File: src/sv/cld_pkg.sv
`timescale 1ns / 1ps
// ----------------------------------------------------------------------------
// Content-length deframer package
// Shared types, character codes and the wanted header name.
// ----------------------------------------------------------------------------
package cld_pkg;

  localparam int LENGTH_BITS_DEFAULT = 32;
  localparam int NAME_LEN = 14;

  localparam logic [7:0] CH_LF    = 8'h0A;
  localparam logic [7:0] CH_CR    = 8'h0D;
  localparam logic [7:0] CH_HT    = 8'h09;
  localparam logic [7:0] CH_VT    = 8'h0B;
  localparam logic [7:0] CH_FF    = 8'h0C;
  localparam logic [7:0] CH_SPACE = 8'h20;
  localparam logic [7:0] CH_COLON = 8'h3A;
  localparam logic [7:0] CH_ZERO  = 8'h30;
  localparam logic [7:0] CH_NINE  = 8'h39;
  localparam logic [7:0] CH_UPPER_A = 8'h41;
  localparam logic [7:0] CH_UPPER_Z = 8'h5A;
  localparam logic [7:0] CASE_OFFSET = 8'h20;

  typedef enum logic [2:0] {
    PH_NAME   = 3'd0,
    PH_SKIP   = 3'd1,
    PH_DIGITS = 3'd2,
    PH_IGNORE = 3'd3,
    PH_VTAIL  = 3'd4,
    PH_BODY   = 3'd5
  } phase_t;

  typedef struct packed {
    logic       valid;
    logic [7:0] data;
    logic       first;
    logic       last;
  } cld_result_t;

  function automatic logic [7:0] wanted_char(input logic [3:0] pos);
    logic [7:0] c;
    unique case (pos)
      4'd0:    c = 8'h63; // c
      4'd1:    c = 8'h6F; // o
      4'd2:    c = 8'h6E; // n
      4'd3:    c = 8'h74; // t
      4'd4:    c = 8'h65; // e
      4'd5:    c = 8'h6E; // n
      4'd6:    c = 8'h74; // t
      4'd7:    c = 8'h2D; // -
      4'd8:    c = 8'h6C; // l
      4'd9:    c = 8'h65; // e
      4'd10:   c = 8'h6E; // n
      4'd11:   c = 8'h67; // g
      4'd12:   c = 8'h74; // t
      4'd13:   c = 8'h68; // h
      default: c = 8'h00;
    endcase
    return c;
  endfunction

  function automatic logic is_blank(input logic [7:0] c);
    return (c == CH_SPACE) || (c == CH_HT) || (c == CH_VT) || (c == CH_FF) ||
           (c == CH_CR);
  endfunction

endpackage

File: src/sv/cld_parser.sv
`timescale 1ns / 1ps
// ----------------------------------------------------------------------------
// Content-length deframer parser
// Header state and body counter, advanced by one byte per step.
// ----------------------------------------------------------------------------
module cld_parser #(
  parameter int LENGTH_BITS = cld_pkg::LENGTH_BITS_DEFAULT
) (
  input  logic                clk,
  input  logic                rst,
  input  logic                step,
  input  logic [7:0]          byte_in,
  output cld_pkg::cld_result_t result
);
  import cld_pkg::*;

  localparam int WIDE_BITS = LENGTH_BITS + 4;

  phase_t                 phase, phase_next;
  logic [3:0]             name_position, name_position_next;
  logic                   name_mismatch, name_mismatch_next;
  logic                   line_has_content, line_has_content_next;
  logic [LENGTH_BITS-1:0] value_accumulator, value_accumulator_next;
  logic                   value_bad, value_bad_next;
  logic                   digit_seen, digit_seen_next;
  logic [LENGTH_BITS-1:0] message_length, message_length_next;
  logic [LENGTH_BITS-1:0] bytes_left, bytes_left_next;

  logic                   clear_line;
  logic                   end_headers;
  logic                   is_digit;
  logic [3:0]             digit;
  logic [7:0]             lowered;
  logic [WIDE_BITS-1:0]   acc_wide;
  logic [WIDE_BITS-1:0]   product;
  logic                   overflow;

  assign is_digit = (byte_in >= CH_ZERO) && (byte_in <= CH_NINE);
  assign digit    = 4'(byte_in - CH_ZERO);
  assign lowered  = ((byte_in >= CH_UPPER_A) && (byte_in <= CH_UPPER_Z)) ?
                    8'(byte_in + CASE_OFFSET) : byte_in;
  assign acc_wide = {4'b0000, value_accumulator};
  assign product  = (acc_wide << 3) + (acc_wide << 1) + {{LENGTH_BITS{1'b0}}, digit};
  assign overflow = |product[WIDE_BITS-1:LENGTH_BITS];

  always_comb begin
    phase_next             = phase;
    name_position_next     = name_position;
    name_mismatch_next     = name_mismatch;
    line_has_content_next  = line_has_content;
    value_accumulator_next = value_accumulator;
    value_bad_next         = value_bad;
    digit_seen_next        = digit_seen;
    message_length_next    = message_length;
    bytes_left_next        = bytes_left;
    clear_line             = 1'b0;
    end_headers            = 1'b0;

    result.valid = 1'b0;
    result.data  = byte_in;
    result.first = 1'b0;
    result.last  = 1'b0;

    if (phase == PH_BODY) begin
      result.valid = 1'b1;
      result.first = (bytes_left == message_length);
      result.last  = (bytes_left <= LENGTH_BITS'(1));
      if (bytes_left <= LENGTH_BITS'(1)) begin
        bytes_left_next     = '0;
        message_length_next = '0;
        clear_line          = 1'b1;
      end else begin
        bytes_left_next = bytes_left - LENGTH_BITS'(1);
      end
    end else if (byte_in == CH_LF) begin
      unique case (phase)
        PH_SKIP: begin
          end_headers = 1'b1;
        end
        PH_DIGITS, PH_VTAIL: begin
          if (value_bad || !digit_seen) begin
            end_headers = 1'b1;
          end else begin
            message_length_next = value_accumulator;
            clear_line          = 1'b1;
          end
        end
        PH_IGNORE: begin
          clear_line = 1'b1;
        end
        default: begin
          if (!line_has_content) begin
            end_headers = 1'b1;
          end else begin
            clear_line = 1'b1;
          end
        end
      endcase
    end else begin
      unique case (phase)
        PH_SKIP: begin
          if (!is_blank(byte_in)) begin
            if (is_digit) begin
              digit_seen_next        = 1'b1;
              value_accumulator_next = LENGTH_BITS'(digit);
              phase_next             = PH_DIGITS;
            end else begin
              value_bad_next = 1'b1;
              phase_next     = PH_VTAIL;
            end
          end
        end
        PH_DIGITS: begin
          if (is_digit) begin
            if (overflow) begin
              value_bad_next = 1'b1;
              phase_next     = PH_VTAIL;
            end else begin
              value_accumulator_next = product[LENGTH_BITS-1:0];
            end
          end else begin
            phase_next = PH_VTAIL;
          end
        end
        PH_IGNORE, PH_VTAIL: begin
        end
        default: begin
          phase_next = PH_NAME;
          if (byte_in != CH_CR) begin
            line_has_content_next = 1'b1;
          end
          if (byte_in == CH_COLON) begin
            if (!name_mismatch && (name_position == 4'(NAME_LEN))) begin
              phase_next = PH_SKIP;
            end else begin
              phase_next = PH_IGNORE;
            end
          end else if ((name_position < 4'(NAME_LEN)) &&
                       (lowered == wanted_char(name_position))) begin
            name_position_next = name_position + 4'd1;
          end else begin
            name_mismatch_next = 1'b1;
          end
        end
      endcase
    end

    if (clear_line || end_headers) begin
      phase_next             = PH_NAME;
      name_position_next     = '0;
      name_mismatch_next     = 1'b0;
      line_has_content_next  = 1'b0;
      value_accumulator_next = '0;
      value_bad_next         = 1'b0;
      digit_seen_next        = 1'b0;
    end
    if (end_headers && (message_length != '0)) begin
      bytes_left_next = message_length;
      phase_next      = PH_BODY;
    end
  end

  always_ff @(posedge clk) begin
    if (rst) begin
      phase             <= PH_NAME;
      name_position     <= '0;
      name_mismatch     <= 1'b0;
      line_has_content  <= 1'b0;
      value_accumulator <= '0;
      value_bad         <= 1'b0;
      digit_seen        <= 1'b0;
      message_length    <= '0;
      bytes_left        <= '0;
    end else if (step) begin
      phase             <= phase_next;
      name_position     <= name_position_next;
      name_mismatch     <= name_mismatch_next;
      line_has_content  <= line_has_content_next;
      value_accumulator <= value_accumulator_next;
      value_bad         <= value_bad_next;
      digit_seen        <= digit_seen_next;
      message_length    <= message_length_next;
      bytes_left        <= bytes_left_next;
    end
  end

  a_body_count_nonzero: assert property (@(posedge clk) disable iff (rst)
    (phase == PH_BODY) |-> (bytes_left != '0))
    else $error("Body phase with no bytes left.");

  a_body_count_bounded: assert property (@(posedge clk) disable iff (rst)
    (phase == PH_BODY) |-> (bytes_left <= message_length))
    else $error("Bytes left exceeds the message length.");

  a_count_idle_zero: assert property (@(posedge clk) disable iff (rst)
    (phase != PH_BODY) |-> (bytes_left == '0))
    else $error("Body counter not cleared outside the body.");

  a_last_restarts: assert property (@(posedge clk) disable iff (rst)
    (step && result.valid && result.last) |=> (phase == PH_NAME))
    else $error("Header reading did not restart after the last body byte.");

  a_name_position: assert property (@(posedge clk) disable iff (rst)
    name_position <= 4'(NAME_LEN))
    else $error("Name position ran past the wanted name.");

endmodule

File: src/sv/cld_out_reg.sv
`timescale 1ns / 1ps
// ----------------------------------------------------------------------------
// Content-length deframer output register
// Holds one body byte and its flags until the downstream transfer.
// ----------------------------------------------------------------------------
module cld_out_reg (
  input  logic                clk,
  input  logic                rst,
  input  logic                load,
  input  cld_pkg::cld_result_t result,
  output logic                free,
  output logic                out_valid,
  input  logic                out_ready,
  output logic [7:0]          body_byte,
  output logic                first_of_message,
  output logic                last_of_message
);
  import cld_pkg::*;

  assign free = !out_valid || out_ready;

  always_ff @(posedge clk) begin
    if (rst) begin
      out_valid <= 1'b0;
    end else if (load) begin
      out_valid <= 1'b1;
    end else if (out_ready) begin
      out_valid <= 1'b0;
    end
  end

  always_ff @(posedge clk) begin
    if (load) begin
      body_byte        <= result.data;
      first_of_message <= result.first;
      last_of_message  <= result.last;
    end
  end

endmodule

File: src/sv/content_length_deframer.sv
`timescale 1ns / 1ps
// Path: a body byte passes through the input register and then the output register before it
// is presented on the output; while the output is stalled it waits in the input register.
// Throughput: one byte per cycle while the output accepts, limited by the parser's one-byte step.
// Header bytes produce no output and are consumed at the same rate, also while the output stalls.
// Reset (synchronous, active high) clears all control state and restarts header reading.
// ----------------------------------------------------------------------------
// Content-length deframer
// Input register, header parser and output register for body extraction.
// ----------------------------------------------------------------------------
module content_length_deframer #(
  parameter int LENGTH_BITS = cld_pkg::LENGTH_BITS_DEFAULT
) (
  input  logic       clk,
  input  logic       rst,
  input  logic       in_valid,
  output logic       in_ready,
  input  logic [7:0] stream_byte,
  output logic       out_valid,
  input  logic       out_ready,
  output logic [7:0] body_byte,
  output logic       first_of_message,
  output logic       last_of_message
);
  import cld_pkg::*;

  logic        held_valid;
  logic [7:0]  held_byte;
  logic        step;
  logic        free;
  cld_result_t result;

  assign step     = held_valid && (!result.valid || free);
  assign in_ready = !held_valid || step;

  always_ff @(posedge clk) begin
    if (rst) begin
      held_valid <= 1'b0;
    end else if (in_ready) begin
      held_valid <= in_valid;
    end
  end

  always_ff @(posedge clk) begin
    if (in_ready && in_valid) begin
      held_byte <= stream_byte;
    end
  end

  cld_parser #(
    .LENGTH_BITS(LENGTH_BITS)
  ) u_parser (
    .clk    (clk),
    .rst    (rst),
    .step   (step),
    .byte_in(held_byte),
    .result (result)
  );

  cld_out_reg u_out_reg (
    .clk             (clk),
    .rst             (rst),
    .load            (step && result.valid),
    .result          (result),
    .free            (free),
    .out_valid       (out_valid),
    .out_ready       (out_ready),
    .body_byte       (body_byte),
    .first_of_message(first_of_message),
    .last_of_message (last_of_message)
  );

endmodule

File: config.mk
export PLATFORM = sky130hd
export DESIGN_NAME = content_length_deframer
export DESIGN_NICKNAME = d
export VERILOG_FILES = /design/src/sv/cld_pkg.sv /design/src/sv/cld_parser.sv /design/src/sv/cld_out_reg.sv /design/src/sv/content_length_deframer.sv
export SDC_FILE = /design/constraint.sdc
export NUM_CORES = 1
export LEC_CHECK = 0
export ABC_AREA = 1
export CAP_MARGIN = 10
export CORE_ASPECT_RATIO = 0.5
export CORE_MARGIN = 10
export CORE_UTILIZATION = 39
export CTS_BUF_LIST = sky130_fd_sc_hd__clkbuf_4
export DETAILED_ROUTE_END_ITERATION = 12
export DONT_BUFFER_PORTS = 1
export SLEW_MARGIN = 40
export SYNTH_ARGS = -nofsm -noshare
export SYNTH_HDL_FRONTEND = slang
export SYNTH_HIERARCHICAL = 1
export SYNTH_SLANG_ARGS = --single-unit
export TNS_END_PERCENT = 100
File: constraint.sdc
create_clock -name clk -period 3.5 [get_ports clk]
set_input_delay 0.35 -clock clk [delete_from_list [all_inputs] [get_ports clk]]
set_output_delay 0.35 -clock clk [all_outputs]
set_load 0.05 [all_outputs]
# Word-level counts from Yosys, hierarchy flattened
# Memory sizes are Yosys's and may differ from the RTL's. A register that Yosys moved wholly into a read port is not among the register bits.
# Cells that the tools add are included.
[totals]
reg_bits = 127
rom_bits = 112
inputBits = 12
mem_count = 1
[memory_table]
columns = ["name", "depth", "word_bits", "rd", "rd_ports_with_merged_regs", "wr", "line_no", "source"]
rows = [
  ["(no name shown)", 16, 7, 1, 1, 0, "cld_pkg.sv:42", "unique case (pos)"],
]
[op_classes]
addsub = 6
n_lt_le_gt_ge = 6
n_eq_ne = 35
muxes = 79
n_reduce_logical = 45
[ops]
columns = ["operator", "count"]
rows = [
  ["32-bit 2-to-1 mux", 15],
  ["32-bit one-hot mux with 2 select lines", 1],
  ["8-bit by 4-bit equality test with 1-bit output, second input constant", 5],
  ["8-bit 2-to-1 mux", 5],
  ["35-bit by 33-bit adder with 36-bit output", 1],
  ["36-bit by 4-bit adder with 36-bit output", 1],
  ["1-bit 2-to-1 mux", 36],
  ["32-bit equality test", 1],
  ["32-bit by 1-bit less-or-equal comparator with 1-bit output, second input constant", 1],
  ["4-bit 2-to-1 mux", 8],
  ["32-bit nonzero test", 1],
  ["32-bit by 1-bit subtractor with 32-bit output, second input constant", 1],
  ["3-bit 2-to-1 mux", 9],
  ["6-bit AND reduction", 4],
  ["8-bit by 6-bit equality test with 1-bit output, second input constant", 2],
  ["8-bit AND reduction", 2],
  ["2-bit nonzero test", 8],
  ["3-bit inequality test, second input constant", 5],
  ["2-bit inequality test, second input constant", 6],
  ["3-bit by 1-bit inequality test with 1-bit output, second input constant", 4],
  ["5-bit AND reduction", 2],
  ["1-bit logical OR", 9],
  ["3-bit one-hot mux with 3 select lines", 1],
  ["8-bit by 6-bit adder with 8-bit output, second input constant", 1],
  ["other kinds (25)", 42],
]

# Logic depth before layout (Yosys ltp)
# Gate-level depths: netlist of run 1.
[logic_depth]
word_depth = 15
mapped_depth = 23

# Cells and area by module
# The synthesis of run 1 kept the hierarchy.
[by_module_without_submodules]
columns = ["mod", "n_inst", "cells_each", "area_per_inst_um2", "seq_area_each_um2"]
rows = [
  ["cld_parser", 1, 1425, 9369.0, 2282.2],
  ["cld_out_reg", 1, 15, 342.8, 320.3],
  ["content_length_deframer", 1, 18, 310.3, 260.2],
]

# Least setup slack after synthesis of run 1
# No wires, ideal clock.
[synth_timing]
path_kind = "reg2reg"
from = "register held_byte[3]"
to = "register u_parser.value_accumulator[16]"
setup_time_ps = 111
arrival_time_ps = 2992
slack_ps = 397
path_stages_with_launch = 23
n_path_buf = 2
synth_period_minus_slack_ps = 3103
path_cell_list = "edfxtp_1 buf_2 inv_1 fa_1 inv_1 fa_1 nand2_1 nand3_1 nand2_1 o21bai_2 nand2_1 nand2_1 nand3_1 nand2_1 nand2_1 nand2_1 nor2_1 nand2_1 nand2_4 buf_2 nand3_1 nand2_1 nor2_2"
[synth_between]
elab_chain_cells = 8
word_cells_on_any_way = 35
[synth_lines]
columns = ["element", "line_no", "source"]
rows = [
  ["from (decl)", "content_length_deframer.sv:28", "logic [7:0] held_byte;"],
  ["from (signal assigned)", "content_length_deframer.sv:46", "held_byte <= stream_byte;"],
  ["4-bit by 1-bit subtractor with 4-bit output", "cld_parser.sv:39", "assign digit = 4'(byte_in - CH_ZERO);"],
  ["36-bit by 4-bit adder with 36-bit output", "cld_parser.sv:43", "assign product = (acc_wide << 3) + (acc_wide << 1) + {{LENGTH_BITS{1'b0}}, digit};"],
  ["32-bit 2-to-1 mux", "cld_parser.sv:115", "if (overflow) begin"],
  ["32-bit 2-to-1 mux", "cld_parser.sv:114", "if (is_digit) begin"],
  ["32-bit one-hot mux with 2 select lines", "cld_parser.sv:100", "unique case (phase)"],
  ["32-bit 2-to-1 mux", "cld_parser.sv:75", "end else if (byte_in == CH_LF) begin"],
  ["32-bit 2-to-1 mux", "cld_parser.sv:64", "if (phase == PH_BODY) begin"],
  ["32-bit 2-to-1 mux", "cld_parser.sv:148", "if (clear_line || end_headers) begin"],
  ["to (signal assigned)", "cld_parser.sv:179", "value_accumulator <= value_accumulator_next;"],
  ["to (decl)", "cld_parser.sv:23", "logic [LENGTH_BITS-1:0] value_accumulator, value_accumulator_next;"],
]
# Several ways; a longest one is shown, not always the timed one. The select of a mux whose other input is x is not followed.
# A chain may end at the register's enable or synchronous reset.

# Final worst setup path of run 1
[layout_timing]
from = "register held_byte[3]"
to = "register u_parser.value_accumulator[24]"
# Same word-level chain as after synthesis.

==> results of run 1 <==
[cell usage after synthesis, types with 15 or more instances]
cell                         n  area (sq um)
sky130_fd_sc_hd__xor2_1     29         254.0
sky130_fd_sc_hd__or2_2      15         93.84
sky130_fd_sc_hd__nand3_1    88         440.4
sky130_fd_sc_hd__inv_2      21         78.83
sky130_fd_sc_hd__nand4_1    23         143.9
sky130_fd_sc_hd__a21oi_1   111         555.5
sky130_fd_sc_hd__o21ai_0    75         375.4
sky130_fd_sc_hd__xnor2_1    25         219.0
sky130_fd_sc_hd__nor2_1    178         668.1
sky130_fd_sc_hd__nor2_2     26         162.7
sky130_fd_sc_hd__edfxtp_1   18         540.5
sky130_fd_sc_hd__clkbuf_1   20         75.07
sky130_fd_sc_hd__inv_1     116         435.4
sky130_fd_sc_hd__nand2_1   328          1231
sky130_fd_sc_hd__dfxtp_1   116          2322
sky130_fd_sc_hd__a211oi_1   37         277.8
sky130_fd_sc_hd__ha_1       75         938.4
sky130_fd_sc_hd__nor3_1     16         80.08
sky130_fd_sc_hd__nor4_1     16         100.1
sky130_fd_sc_hd__buf_2      15         75.07
[how the worst max path moves through the flow]
stage | slack [ns] | startpoint | end | depth (start not counted)
floorplan | 0.40 | held_byte[3] | u_parser/value_accumulator[16] | 22
global placement | 0.26 | held_byte[3] | u_parser/value_accumulator[31] | 20
detailed placement | 0.17 | held_byte[3] | u_parser/value_accumulator[25] | 21
CTS | 0.16 | held_byte[3] | u_parser/value_accumulator[31] | 21
global route | -0.008 | held_byte[3] | u_parser/value_accumulator[8] | 19
finish | 0.29 | held_byte[3] | u_parser/value_accumulator[24] | 21
[state kept, by name, summed over array words and instances, names as in the netlist, named ones only]
name	flops
u_parser/message_length	32
u_parser/line_has_content	1
held_byte	8
u_out_reg/last_of_message	1
held_valid	1
u_parser/bytes_left	32
u_out_reg/out_valid	1
u_parser/value_bad	1
u_parser/digit_seen	1
u_out_reg/body_byte	8
u_parser/phase	3
u_parser/name_position	4
u_parser/name_mismatch	1
u_parser/value_accumulator	32
u_out_reg/first_of_message	1
[cell families (layout without fill, tap and decap cells)]
kind of cell | after synthesis | in the layout | synth area share
and+or+nand+nor | 730 | 730 | 0.3295
other | 0 | 1 | 0
AOI/OAI and AO/OA | 273 | 273 | 0.1594
buffers and inverters | 189 | 207 | 0.07840
adders and majority gates | 77 | 77 | 0.09763
DFF | 134 | 134 | 0.2856
muxes | 1 | 1 | 0.002247
xor gates and xnor gates | 54 | 54 | 0.04719
[power breakdown]
group	switching [mW]	leakage, nW	internal (mW)
logic	0.310	3.62	0.167
clock network	0.629	0.157	0.440
registers	0.0438	1.11	1.59
[metal layers]
| layer | up-vias | share of wire | wire (um) |
|---|---|---|---|
| li1 | 4903 | - | - |
| met1 | 4614 | 0.50 | 14940 |
| met2 | 361 | 0.42 | 12780 |
| met3 | 21 | 0.072 | 2170 |
| met4 | 0 | 0.0093 | 279 |
| met5 | - | 0 | 0 |
[area by class of cell]
type                    count  area (sq um)  share of cell area
repair buffers             34         322.8             0.02974
diodes                      1         2.502           0.0002305
clock buffers              18         135.1             0.01245
well taps                 344         430.4             0.03965
clock inverters            13         147.6             0.01360
flip-flops and latches    134          2863              0.2637
multi-input cells        1135          6401              0.5897
repair inverters            1         8.758           0.0008069
inverters                 141         543.0             0.05003
[timing repair]
| item | 4_1_cts | 5_1_grt |
|---|---|---|
| setup buffers | 0 | 1 |
| hold endpoints to repair | 56 | 0 |
| hold buffers | 11 | 0 |
| endpoints found under the setup margin | 0 | 36 |
| resized for setup | 0 | 6 |
[metrics by stage]
stage | TNS (ns) | utilization | worst slack [ns] | area, sq um
after floorplan | 0 | - | 0.3970 | 10020
after global placement | 0 | 0.4112 | 0.2647 | 10380
after detailed placement | 0 | 0.4113 | 0.1682 | 10380
after CTS | 0 | 0.4272 | 0.1607 | 10780
after global routing | -0.008376 | 0.4301 | -0.008376 | 10850
final | 0 | 0.4301 | 0.2929 | 10850
[worst max-delay path: stages (launching register included)]
cell                        delay (ns)
sky130_fd_sc_hd__edfxtp_1         0.36
sky130_fd_sc_hd__inv_1            0.09
sky130_fd_sc_hd__fa_1             0.54
sky130_fd_sc_hd__inv_1            0.07
sky130_fd_sc_hd__fa_1             0.46
sky130_fd_sc_hd__nand2_1          0.09
sky130_fd_sc_hd__nand3_1          0.08
sky130_fd_sc_hd__nand3_1          0.10
sky130_fd_sc_hd__nand2_1          0.11
sky130_fd_sc_hd__nand2_1          0.08
sky130_fd_sc_hd__nand2_1          0.07
sky130_fd_sc_hd__nand2_1          0.08
sky130_fd_sc_hd__nand2_1          0.05
sky130_fd_sc_hd__nand2_1          0.06
sky130_fd_sc_hd__nand2_1          0.04
sky130_fd_sc_hd__nor2_1           0.18
sky130_fd_sc_hd__nand2_2          0.13
sky130_fd_sc_hd__nand2_4          0.14
sky130_fd_sc_hd__clkbuf_16        0.19
sky130_fd_sc_hd__nand3_1          0.08
sky130_fd_sc_hd__nand2_1          0.10
sky130_fd_sc_hd__nor2_2           0.04
==> run metrics, run 1 <==
outcome finished, final reports clean; summed instance area of the synthesized netlist 0.01002 sq mm; worst min-delay path endpoint u_out_reg/out_valid; global-route track usage on met3 0.03412; CORE AREA 0.02524 sq mm; Clk Tree Root Cell sky130_fd_sc_hd__clkbuf_4; largest buffer count on any clock path 2; Avg Inst Size Synth 6.874 sq um; Routed Wire Length 30160 um; largest fanout of any net on the critical path 12; fraction of layout instances using a drive strength above 1 0.1098; flop and latch count out of synthesis 134; number of enable-type register cells in the synthesized netlist 18; vias in the first global route 9005; max-cap violations 0; count of nets left with antenna violations after detail routing 0; Worst Min Path Start rst; reg-to-reg setup timing slack 0.29 ns; placed cells 1775; fill cell instance count of the final layout 2618; total number of vias 9899; first-pass GRT wire length 48560 um; worst hold-check path type input port to flip-flop; total nets after synthesis 1547; worst vdd rail ir drop 0.0001369 V; final critical-path share of the clock period 0.9163; DP HPWL 23070 um; fmax 311.8 MHz; worst flop-to-flop path endpoint u_parser/value_accumulator[24]; required time of the critical path 3.97 ns; starting utilization of the core area 0.3971; count of distinct cell types in the synthesized netlist 56; clock slew at the register clock pins of the worst setup and hold paths 0.13 ns; routability congestion estimate from global placement 0.9192; kind of end point of the critical path flip-flop; Worst R2R Path Depth 21; cell area power density 292.9 mW/mm^2; Final nets 1553; number of hold-slack violations in the final timing report 0; PortBufs 0; commonest cells after routing, fill and taps aside sky130_fd_sc_hd__nand2_1, sky130_fd_sc_hd__nor2_1, sky130_fd_sc_hd__inv_1, sky130_fd_sc_hd__dfxtp_1, sky130_fd_sc_hd__a21oi_1; Num CTS Buffers 17; Final Instance Count excl. Fillers 1821; number of pins with negative max-slew slack in the final report 0; clock tree from TritonCTS done; total power consumption of the routed design 3.179 mW; number of violations reported at the end of detailed-routing iteration 0 832; Setup CP Type flip-flop to flip-flop; gate count after technology mapping 1458; Die Ht 133.4 um; Least-Margin Pin Slew 0.7075 ns; final global-route overflow total 0; leak pwr 4.886 nW; RSZ-0062 raised after global routing yes; clock net sink count 134; proportion of register bits with asynchronous set or reset after synthesis 0; Worst Skew 0.02217 ns; reg-to-reg startpoint held_byte[3]; global-route met1 utilization 0.2625; final setup vio count 0; total DRC errors in the routed layout 0; global-route usage over all layers 0.1805; Worst slew margin 0.5278; count of synthesis-stage warnings from yosys 6; total number of H-tree levels 4; worst hold path cell count 2; met2 routing resource usage after global routing 0.2695; via density per instance 5.436; sort of element at the start of the critical path flip-flop; average wire length per cell after detail routing 16.56 um; total die area 0.03290 sq mm; pin count of the biggest net entering global routing 65; most crowded layer after global routing met2; final critical path time including I/O delays and setup 3.207 ns; source-to-sink clock delay at the later pin of the worst-skew pair 0.55 ns; most used flip-flop cell after synthesis sky130_fd_sc_hd__dfxtp_1; most frequent standard cell in the layout excluding fill and tap cells sky130_fd_sc_hd__nand2_1; share of synthesized area occupied by flip-flops and latches 0.2856; Worst Path Arrival 3.68 ns; Min Hold Slack 0.09943 ns; io pins 24; area added between synthesis and finish 8.303%; number of placement rows 41; first-pass iteration count of the detailed router 5; Die Width 246.7 um; initial antenna violation count 1
Note: power is estimated with default switching activity, not from simulation.
==> inputs of run 2 (changes only) <==
Settings changed: CORE_MARGIN 10 to unset.
Clock period 3.5 ns to 2.93 ns, I/O delays scaled along.
==> run 2 against run 1 <==
Against the previous run:
- the flow now finishes with violations (hold timing, setup timing)
- register-to-register slack got worse by 0.40 ns
- combinational power increased by 40%
- non-clock buffer count increased by 109
- wire length increased by 11%
- critical path depth decreased by 4
- count of clock-buffer cells in the layout decreased by 1
- sequential share of layout area decreased by 2.9 points
- design area increased by 13%
- core utilization increased by 5.5 points
- maximum frequency increased by 5.6%
- largest power group unchanged
==> run metrics, run 2 (same netlist as run 1, synthesis figures left out) <==
DP HPWL 24520 um (was 23070 um); fraction of layout instances using a drive strength above 1 0.2252 (was 0.1098); largest fanout of any net on the critical path 7 (was 12); initial antenna violation count 1 (unchanged); reg-to-reg setup timing slack -0.11 ns (was 0.29 ns); average wire length per cell after detail routing 17.30 um (was 16.56 um); violated checks hold timing, setup timing; Setup CP Type flip-flop to flip-flop (unchanged); fill cell instance count of the final layout 2530 (was 2618); Min Hold Slack -0.2025 ns (was 0.09943 ns); pin count of the biggest net entering global routing 65 (unchanged); number of violations reported at the end of detailed-routing iteration 0 786 (was 832); most crowded layer after global routing met2 (unchanged); Routed Wire Length 33410 um (was 30160 um); global-route usage over all layers 0.2467 (was 0.1805); largest buffer count on any clock path 2 (unchanged); fmax 329.2 MHz (was 311.8 MHz); crit path cell chain ha_1, ha_1, a21oi_1, o21ai_0, a21oi_2, nor2_1, nor2_2, nand2_1, nand2_1, nand2_2, nor2_4, nand2_4, nand2_8, nand2_8, buf_8, nand2_2, a21oi_2 (was inv_1, fa_1, inv_1, fa_1, nand2_1, nand3_1, nand3_1, nand2_1, nand2_1, nand2_1, nand2_1, nand2_1, nand2_1, nand2_1, nor2_1, nand2_2, nand2_4, clkbuf_16, nand3_1, nand2_1, nor2_2); starting utilization of the core area 0.3971 (unchanged); total DRC errors in the routed layout 0 (unchanged); total number of H-tree levels 4 (unchanged); met2 routing resource usage after global routing 0.3832 (was 0.2695); clock tree from TritonCTS done (unchanged); reg-to-reg startpoint u_parser/value_accumulator[18] (was held_byte[3]); Cell Area, Placed 0.01093 sq mm (was 0.01038 sq mm); CORE AREA 0.02524 sq mm (unchanged); setup slack after layout -0.1077 ns (was 0.2929 ns); Num CTS Buffers 17 (unchanged); routability congestion estimate from global placement 0.9238 (was 0.9192); count of nets left with antenna violations after detail routing 0 (unchanged); final critical-path share of the clock period 1.037 (was 0.9163); required time of the critical path 3.39 ns (was 3.97 ns); Critical Path Max Stage Delay 0.44 ns (was 0.54 ns); cell area power density 334.4 mW/mm^2 (was 292.9 mW/mm^2); total die area 0.02638 sq mm (was 0.03290 sq mm); final setup vio count 24 (was 0); Worst Min Path Start rst (unchanged); Worst Skew 0.03633 ns (was 0.02217 ns); Worst Path Arrival 3.50 ns (was 3.68 ns); PortBufs 0 (unchanged); io pins 24 (unchanged); max-cap violations 0 (unchanged); sort of element at the start of the critical path flip-flop (unchanged); combined buffer and inverter count along the critical path 1 (was 3); Regs by FF count u_parser/bytes_left: 32 flops, u_parser/message_length: 32 flops, u_parser/value_accumulator: 32 flops (unchanged); Die Width 228.7 um (was 246.7 um); kind of end point of the critical path flip-flop (unchanged); Final nets 1661 (was 1553); cell with the largest stage delay on the worst path sky130_fd_sc_hd__dfxtp_1 (was sky130_fd_sc_hd__fa_1); number of placement rows 41 (unchanged); start point of the critical path u_parser/value_accumulator[18] (was held_byte[3]); first-pass iteration count of the detailed router 5 (unchanged); total number of vias 10413 (was 9899); most frequent standard cell in the layout excluding fill and tap cells sky130_fd_sc_hd__nand2_1 (unchanged); first-pass GRT wire length 51670 um (was 48560 um); RSZ-0062 raised after global routing yes (unchanged); global-route track usage on met3 0.04861 (was 0.03412); leak pwr 5.565 nW (was 4.886 nW); via density per instance 5.393 (was 5.436); Die Ht 115.4 um (was 133.4 um); clock slew at the register clock pins of the worst setup and hold paths 0.15 ns (was 0.13 ns); clock net sink count 134 (unchanged); vias in the first global route 9844 (was 9005); global-route met1 utilization 0.3449 (was 0.2625); number of hold-slack violations in the final timing report 38 (was 0); final critical path time including I/O delays and setup 3.038 ns (was 3.207 ns); worst hold-check path type input port to flip-flop (unchanged); number of pins with negative max-slew slack in the final report 0 (unchanged); Top Family by Delay on Critical Path simple AND/OR/NAND/NOR gates (unchanged); commonest cells after routing, fill and taps aside sky130_fd_sc_hd__nand2_1, sky130_fd_sc_hd__nor2_1, sky130_fd_sc_hd__inv_1 (was sky130_fd_sc_hd__nand2_1, sky130_fd_sc_hd__nor2_1, sky130_fd_sc_hd__inv_1, sky130_fd_sc_hd__dfxtp_1, sky130_fd_sc_hd__a21oi_1); Least-Margin Pin Slew 0.6913 ns (was 0.7075 ns); Worst slew margin 0.5386 (was 0.5278); final instance area 0.01225 sq mm (was 0.01085 sq mm); worst vdd rail ir drop 0.0001720 V (was 0.0001369 V); source-to-sink clock delay at the later pin of the worst-skew pair 0.59 ns (was 0.55 ns); Clk Tree Root Cell sky130_fd_sc_hd__clkbuf_4 (unchanged); final global-route overflow total 0 (unchanged); area added between synthesis and finish 22.25% (was 8.303%); worst slack at placement -0.1028 ns (was 0.1682 ns); outcome finished with violations (was finished, final reports clean)
run 2: worst paths after layout:
check | to | cells after the start
worst max-delay path | u_parser/value_accumulator[7] | 17
worst max register to register | u_parser/value_accumulator[7] | 17
worst min-delay path | u_parser/bytes_left[30] | 1
worst min register to register | u_parser/name_mismatch | 2
run 2: metal layers:
metal  vias up  part of all wire
met4         0             0.017
met1      4908              0.48
met2       327              0.44
met5         -                 0
met3        48             0.070
li1       5130                 -
run 2: what timing repair did:
item,CTS,global route
setup buffers,12,16
hold buffers,42,1
endpoints found under the hold margin,56,39
setup endpoints to repair,36,73
pin swaps,7,29
gates cloned,1,8
gates resized for setup,23,96
run 2: layout make-up:
class | instances | area [sq um] | area share
diodes | 2 | 5.005 | 0.0004085
clock buffers | 17 | 127.6 | 0.01042
clock inverters | 15 | 209.0 | 0.01705
inverters | 141 | 550.5 | 0.04493
multi-input cells | 1135 | 6745 | 0.5505
flip-flops and latches | 134 | 2875 | 0.2347
repair buffers | 143 | 1309 | 0.1068
well taps | 344 | 430.4 | 0.03513
run 2: power by group:
part	total, mW	internal, mW	switching (mW)
logic	0.666	0.262	0.404
registers	1.95	1.90	0.0476
clock network	1.48	0.632	0.851
run 2: worst reg2reg max path, stage by stage (launching register included):
cell	delay, ns
sky130_fd_sc_hd__dfxtp_1	0.44
sky130_fd_sc_hd__ha_1	0.28
sky130_fd_sc_hd__ha_1	0.35
sky130_fd_sc_hd__a21oi_1	0.20
sky130_fd_sc_hd__o21ai_0	0.17
sky130_fd_sc_hd__a21oi_2	0.23
sky130_fd_sc_hd__nor2_1	0.07
sky130_fd_sc_hd__nor2_2	0.19
sky130_fd_sc_hd__nand2_1	0.09
sky130_fd_sc_hd__nand2_1	0.07
sky130_fd_sc_hd__nand2_2	0.06
sky130_fd_sc_hd__nor2_4	0.13
sky130_fd_sc_hd__nand2_4	0.09
sky130_fd_sc_hd__nand2_8	0.14
sky130_fd_sc_hd__nand2_8	0.10
sky130_fd_sc_hd__buf_8	0.18
sky130_fd_sc_hd__nand2_2	0.07
sky130_fd_sc_hd__a21oi_2	0.06
run 2: stage by stage:
| stage | utilization | setup TNS, ns | cells | power [mW] |
|---|---|---|---|---|
| floorplan | - | 0 | 1458 | 2.401 |
| global placement | 0.4331 | -0.5462 | 1844 | 2.565 |
| detailed placement | 0.4331 | -2.958 | 1844 | 2.574 |
| CTS | 0.4711 | -0.2555 | 1931 | 4.065 |
| global route | 0.4852 | -7.467 | 1929 | 4.283 |
| finish | 0.4854 | -1.358 | 1931 | 4.097 |
